$ cat config.mk
export PLATFORM = sky130hd
export DESIGN_NAME = jrcs_div_pipe
export DESIGN_NICKNAME = d
export VERILOG_FILES = /design/src/rtl/core/jrcs_div_pipe.sv
export SDC_FILE = /design/constraint.sdc
export NUM_CORES = 2
export LEC_CHECK = 0
export BUFFER_PORTS_ARGS = -buffer_cell sky130_fd_sc_hd__clkbuf_2
export CORE_ASPECT_RATIO = 1.1
export CORE_UTILIZATION = 33
export CTS_CLUSTER_DIAMETER = 100
export CTS_CLUSTER_SIZE = 25
export DETAILED_ROUTE_END_ITERATION = 16
export PLACE_DENSITY = 0.52
export SYNTH_ARGS = -nofsm -noshare
export SYNTH_HDL_FRONTEND = slang
export SYNTH_SLANG_ARGS = --single-unit
$ cat constraint.sdc
create_clock -name clk -period 5.9 [get_ports clk]
set_input_delay 0.59 -clock clk [delete_from_list [all_inputs] [get_ports clk]]
set_output_delay 0.59 -clock clk [all_outputs]
set_load 0.02 [all_outputs]
$ cat src/rtl/core/jrcs_div_pipe.sv
// ----------------------------------------------------------------------------
// jrcs_div_pipe
// Pipelined restoring divider, one quotient bit per register stage.
// ----------------------------------------------------------------------------
module jrcs_div_pipe #(
  parameter int unsigned NUM_W  = 62,
  parameter int unsigned DEN_W  = 33,
  parameter int unsigned Q_W    = 31,
  parameter int unsigned SIDE_W = 1
) (
  input  logic              clk,
  input  logic              rst,
  input  logic              in_valid,
  input  logic [NUM_W-1:0]  num,
  input  logic [DEN_W-1:0]  den,
  input  logic [SIDE_W-1:0] in_side,
  output logic              out_valid,
  output logic [Q_W-1:0]    quo,
  output logic [SIDE_W-1:0] out_side
);

  // The caller guarantees the quotient fits in Q_W bits, so the bits above
  // the low Q_W of the numerator already form a partial remainder below den.
  logic [DEN_W-1:0]  rem_q  [Q_W+1];
  logic [Q_W-1:0]    lo_q   [Q_W+1];
  logic [Q_W-1:0]    quo_q  [Q_W+1];
  logic [DEN_W-1:0]  den_q  [Q_W+1];
  logic              vld_q  [Q_W+1];
  logic [SIDE_W-1:0] side_q [Q_W+1];

  assign rem_q[0]  = DEN_W'(num >> Q_W);
  assign lo_q[0]   = num[Q_W-1:0];
  assign quo_q[0]  = '0;
  assign den_q[0]  = den;
  assign vld_q[0]  = in_valid;
  assign side_q[0] = in_side;

  for (genvar i = 0; i < Q_W; i++) begin : g_stage
    logic [DEN_W:0] rem_sh;
    logic           ge;

    always_comb begin
      rem_sh = {rem_q[i], lo_q[i][Q_W-1]};
      ge     = (rem_sh >= {1'b0, den_q[i]});
    end

    always_ff @(posedge clk) begin
      if (rst) begin
        vld_q[i+1] <= 1'b0;
      end else begin
        vld_q[i+1] <= vld_q[i];
      end
      rem_q[i+1]  <= ge ? DEN_W'(rem_sh - {1'b0, den_q[i]}) : DEN_W'(rem_sh);
      lo_q[i+1]   <= lo_q[i] << 1;
      quo_q[i+1]  <= {quo_q[i][Q_W-2:0], ge};
      den_q[i+1]  <= den_q[i];
      side_q[i+1] <= side_q[i];
    end
  end

  assign out_valid = vld_q[Q_W];
  assign quo       = quo_q[Q_W];
  assign out_side  = side_q[Q_W];

endmodule

* Word-level counts from Yosys, hierarchy flattened
Index checks and enable logic that the tools add are counted.
** Word-level totals
- Register bits :: 3003
- Bits in latches :: 0
- Bits in writable memories :: 0
- Memory bits (read-only) :: 0
- Input port bits :: 99
- Output and inout bits :: 33
- Word-level logic and storage cells :: 275
- Memories kept :: 0
** Cells by class
- Add/sub/neg operators :: 30
- $mul :: 0
- Divide/modulo/power cells :: 0
- $lt $le $gt $ge :: 31
- Eq/ne operators :: 0
- Shift operators :: 0
- Multiplexer cells :: 30
- Bitwise operators :: 0
- Reductions and logical operators :: 0
** Operators with widths (number)
- $ge A34 B33 Y1 :: 30
- $mux W33 :: 29
- $sub A33 B33 Y33 :: 29
- $ge A32 B33 Y1 :: 1
- $sub A32 B33 Y33 :: 1
- $mux W32 :: 1

* Depth between registers and ports, before layout
- Depth after elaboration :: 2
- Mapped depth :: 17
- Mapped depth without buffers :: 16

* Worst setup path before layout
No wires, ideal clock.
- Kind :: flip-flop to flip-flop
- Start point :: register lo_q, in the netlist g_stage[26].rem_sh[0]
- End point :: register rem_q, in the netlist g_stage[27].rem_sh[18]
- Library setup time :: 0.123 ns
- Arrival time :: 3.755 ns
- Data required time :: 5.777 ns
- Setup slack :: 2.022 ns
- Cell stages (with the launch flop) :: 17
- Path buffers :: 2
- Period minus slack after synthesis :: 3.878 ns
- Cells stage by stage :: dfxtp_1 > inv_1 > ha_1 > inv_1 > fa_1 > a21o_1 > a221o_1 > a2111oi_4 > o31ai_2 > a2111oi_2 > nor3_1 > a221o_1 > a31oi_4 > o21a_1 > buf_4 > buf_4 > mux2_1
** Between the ends
- Cells in the longest elaborated chain, start to end :: 2
- Elaborated cells between the ends (all ways) :: 3
- Classes of those cells :: add/sub: 1; order compare: 1; mux: 1
** Ends and longest elaborated chain
- from (decl) :: line 25 : logic [Q_W-1:0] lo_q [Q_W+1];
- from (signal, indexed assignment) :: line 54 : lo_q[i+1] <= lo_q[i] << 1;
- $sub A33 B33 Y33 or $ge A34 B33 Y1 (tied branches) :: line 53, 44
- $mux W33 (*) :: line 53 : rem_q[i+1] <= ge ? DEN_W'(rem_sh - {1'b0, den_q[i]}) : DEN_W'(rem_sh);
- to (signal, indexed assignment) :: line 53
- to (decl) :: line 24 : logic [DEN_W-1:0] rem_q [Q_W+1];
Mark *: on every way between the ends. The rest lies on a longest branch, timed or not.
A chain may end at the register's enable or synchronous reset.

* Final worst setup path
- Start point :: register lo_q, in the netlist g_stage[29].rem_sh[0]
- End point :: register rem_q, in the netlist g_stage[30].rem_sh[10]
The elaborated chain is that of the path after synthesis.

==> impl_summary.txt <==
----------------------------------------------------
[Yosys]
  Syn Nets ... 13720
  Flop and latch count out of synthesis ... 3003
  Number of instances in the synthesized netlist ... 12569
  Yosys warnings ... 0
  Sequential share of the synthesized area ... 48.5%
  Async set-or-reset flop fraction in the synthesized netlist ... 0%
  EDFF count, synth ... 0
  Syn Area/Cell ... 9.86 sq um
  Distinct cell type count of the synthesized netlist ... 91
  Flip-flop cell with the highest count after synthesis ... sky130_fd_sc_hd__dfxtp_1
  Area of the mapped netlist ... 124000 sq um

[Global routing]
  Vias in the first global route ... 81726
  Initial antenna violation count ... 3
  Global-route usage over all layers ... 14.9%
  Global-route wire length before repair ... 451000 um
  Total gr overflow ... 0
  Pin count of the biggest net entering global routing ... 65

[Floorplanning]
  Effective utilization at floorplan ... 33.2%
  Count of standard-cell rows ... 235
  Die boundary height ... 645 um
  Die width ... 586 um
  Die Area ... 378000 sq um
  Ports placed on the boundary ... 132
  Area of the placeable core ... 373000 sq um

[Final layout]
  Post-Route Utilization ... 36.3%
  Fillers ... 37628
  Net total in the final layout ... 13864
  Synthesis-to-layout area growth ... 9.41%
  Share of final-layout standard cells stronger than drive strength 1 ... 7.11%

[CTS]
  Insertion delay to the later sink of the worst-skew pair ... 920 ps
  Inserted Clock Buffers ... 154
  Sinks on the clock net ... 3003
  Clock tree from TritonCTS ... yes
  Max Buffers Root-to-Sink ... 4
  Clock transition at the registers of the reported paths ... 110 ps
  Post-CTS Setup Inserts ... 0
  H-tree levels ... 4
  Library cell used as clock root buffer ... sky130_fd_sc_hd__clkbuf_16

[Placement]
  Placer congestion estimate ... 0.853
  Port buffer count ... 131
  Placed wire-length estimate after detailed placement ... 227000 um

[Timing]
  RSZ-0062 raised after global routing ... no
  Worst slew margin ... 20.8%
  Worst setup skew after layout ... 55.7 ps
  Final-layout setup total negative slack ... 0 ps
  WHS ... 301 ps
  Post-layout min period ... 4760 ps
  Max frequency ... 0.210 GHz
  Final hold viol count ... 0
  Transition time at the pin with the least slew margin ... 1180 ps
  Final setup fails ... 0
  Share of the cycle needed by the critical path after routing ... 80.6%
  Pins Over Slew Limit ... 0

[Critical path]
  Data arrival time of the worst path ... 5520 ps
  Largest driver fanout on the critical path ... 35
  Worst setup SP type ... flop
  Type of the worst setup path ... flop to flop
  Nature of the critical path endpoint ... flop
  Required time of the worst setup path ... 6660 ps

[Worst hold path]
  Worst min path class ... flop to flop

[Pwr]
  Leak ... 61.4 nW
  IR Drop Worst-Case VDD ... 0.251 mV
  Total internal power ... 0.0491 W
  Switching Share ... 39.2%
  Logic gate share of total power ... 48.4%
  Power density of the placed cells ... 597 nW/um^2
  Clk network pwr share ... 14.8%
  Switching power summed over all nets ... 0.0317 W
  Sequential share of power ... 36.9%

[Drt]
  Wire length after detailed routing ... 289000 um
  First-iteration detailed-routing DRC count ... 4150
  Avg Vias per Cell ... 4.69
  Remaining design rule violation count ... 12
  DRT antenna net count ... 0
  Via total after detailed routing ... 83310
  Drt first pass iters ... 11
  Per-cell routed wire length ... 16.3 um

[Run]
  # Max-Cap Violations ... 0

[Status]
  Status ... complete, but fails checks
  Violated checks ... design-rule violations

----------------------------------------------------
==> state kept, by name, indices dropped and copies added (netlist names) <==
name,cells
den_q,990
side_q,30
lo_q,435
g_stage.rem_sh,1020
quo,31
vld_q,30
out_valid,1
quo_q,465
out_side,1
==> placed cells by master, fill, tap and decap left out, types with 65 or more instances in the layout <==
cell and n:
sky130_fd_sc_hd__nand3_1 184, sky130_fd_sc_hd__o21ai_0 755, sky130_fd_sc_hd__and3_1 92, sky130_fd_sc_hd__a21oi_1 986, sky130_fd_sc_hd__o21bai_1 156, sky130_fd_sc_hd__clkbuf_16 155
sky130_fd_sc_hd__a31oi_1 91, sky130_fd_sc_hd__a211oi_1 65, sky130_fd_sc_hd__mux2_2 443, sky130_fd_sc_hd__dlygate4sd3_1 97, sky130_fd_sc_hd__ha_1 1022, sky130_fd_sc_hd__nor2b_1 176
sky130_fd_sc_hd__nand2b_1 130, sky130_fd_sc_hd__inv_1 1270, sky130_fd_sc_hd__o21a_1 132, sky130_fd_sc_hd__a21o_1 535, sky130_fd_sc_hd__nor3_1 113, sky130_fd_sc_hd__nor2_1 608
sky130_fd_sc_hd__xor2_1 317, sky130_fd_sc_hd__xnor2_1 537, sky130_fd_sc_hd__nand4_1 142, sky130_fd_sc_hd__clkbuf_2 131, sky130_fd_sc_hd__dfxtp_1 3003, sky130_fd_sc_hd__nand2_1 790
==> Yosys cell counts, drive strengths merged (62+ instances only) <==
cell type	number	share of area, %
and3	92	0.46
nor2	610	1.8
nand4	142	0.72
a21o	535	3.2
a31oi	96	0.51
buf	78	0.38
a21oi	993	4.0
o21a	133	0.81
o21ai	766	3.1
xnor2	537	3.8
mux2	446	4.1
nand2b	130	0.66
o31ai	62	0.38
nor2b	176	0.89
a211oi	68	0.42
ha	1022	10
dfxtp	3003	49
xor2	317	2.2
nand3	184	0.74
nand2	790	2.4
clkbuf	197	0.60
o21bai	156	0.95
inv	1273	3.9
nor3	114	0.46
==> critical path, stage by stage, from the launching register on <==
cell                       delay (ps)
sky130_fd_sc_hd__dfxtp_1          330
sky130_fd_sc_hd__inv_1             50
sky130_fd_sc_hd__ha_1             170
sky130_fd_sc_hd__inv_1             60
sky130_fd_sc_hd__fa_1             390
sky130_fd_sc_hd__a21o_1           190
sky130_fd_sc_hd__a21oi_1          220
sky130_fd_sc_hd__o21bai_1          90
sky130_fd_sc_hd__a21oi_1          450
sky130_fd_sc_hd__o22ai_1          150
sky130_fd_sc_hd__or3_1            440
sky130_fd_sc_hd__a311oi_1         620
sky130_fd_sc_hd__o21ai_1          280
sky130_fd_sc_hd__a21boi_4         740
sky130_fd_sc_hd__buf_4            320
sky130_fd_sc_hd__o21ai_0          110
==> routing by layer <==
metal	part of all wire (%)	track usage [%]	up-vias
met5	0	0	-
met4	2.9	4.25	0
met3	2.9	1.61	364
met2	50	27.3	1115
met1	44	18.2	38442
li1	-	-	43389
==> final cells by class <==
type                            instances  area (sq um)  share of cell area [%]
Sequential cell                      3003         60100                    44.3
Multi-Input combinational cell       8018         58000                    42.8
Tap cell                             4977          6230                    4.59
Inverter                             1273          4780                    3.52
Clock buffer                          168          3970                    2.93
Timing Repair Buffer                  263          1900                    1.40
Clock inverter                         40           554                   0.409
Antenna cell                            4          10.0                 0.00738
==> cell families (layout without fill, tap and decap cells) <==
kind of cell	count (synthesis)	in the layout	share of synthesized area, %
buf+inv	1548	1744	4.84
flops	3003	3003	48.5
simple gates	2438	2438	9.30
fa+ha+maj	1052	1052	10.8
other cells	0	4	0
xor+xnor	854	854	6.04
compound gates	3202	3202	16.2
mux	472	472	4.26
==> metrics by stage <==
stage	setup WS [ps]	cells	power, W	area [sq um]
after global routing	723	17744	0.0877	136000
after global placement	1210	17437	0.0694	130000
after CTS	1210	17742	0.0819	136000
after floorplan	2020	12569	0.0597	124000
final	1140	17746	0.0809	136000
after detailed placement	1250	17437	0.0693	130000
==> power by group through the flow <==
stage	Combinational (W)	Sequential [W]	Clock, W
floorplan	0.0313	0.0284	0
global placement	0.0389	0.0305	0
detailed placement	0.0389	0.0304	0
CTS	0.0393	0.0300	0.0126
global route	0.0439	0.0304	0.0133
finish	0.0391	0.0298	0.0119
==> worst paths after layout <==
path | start | endpoint | slack (ps) | cells past startpoint
min | quo_q[622] | quo_q[592] | 300 | 0
max | g_stage[29].rem_sh[0] | g_stage[30].rem_sh[10] | 1140 | 15
min reg2reg | quo_q[622] | quo_q[592] | 300 | 0
max reg2reg | g_stage[29].rem_sh[0] | g_stage[30].rem_sh[10] | 1140 | 15
==> timing repair <==
item / 4_1_cts / 5_1_grt
hold endpoints to repair: 97 / 0
hold buffers: 97 / 0
resized for setup: 0 / 0
Power figures use the tool's default switching activity.
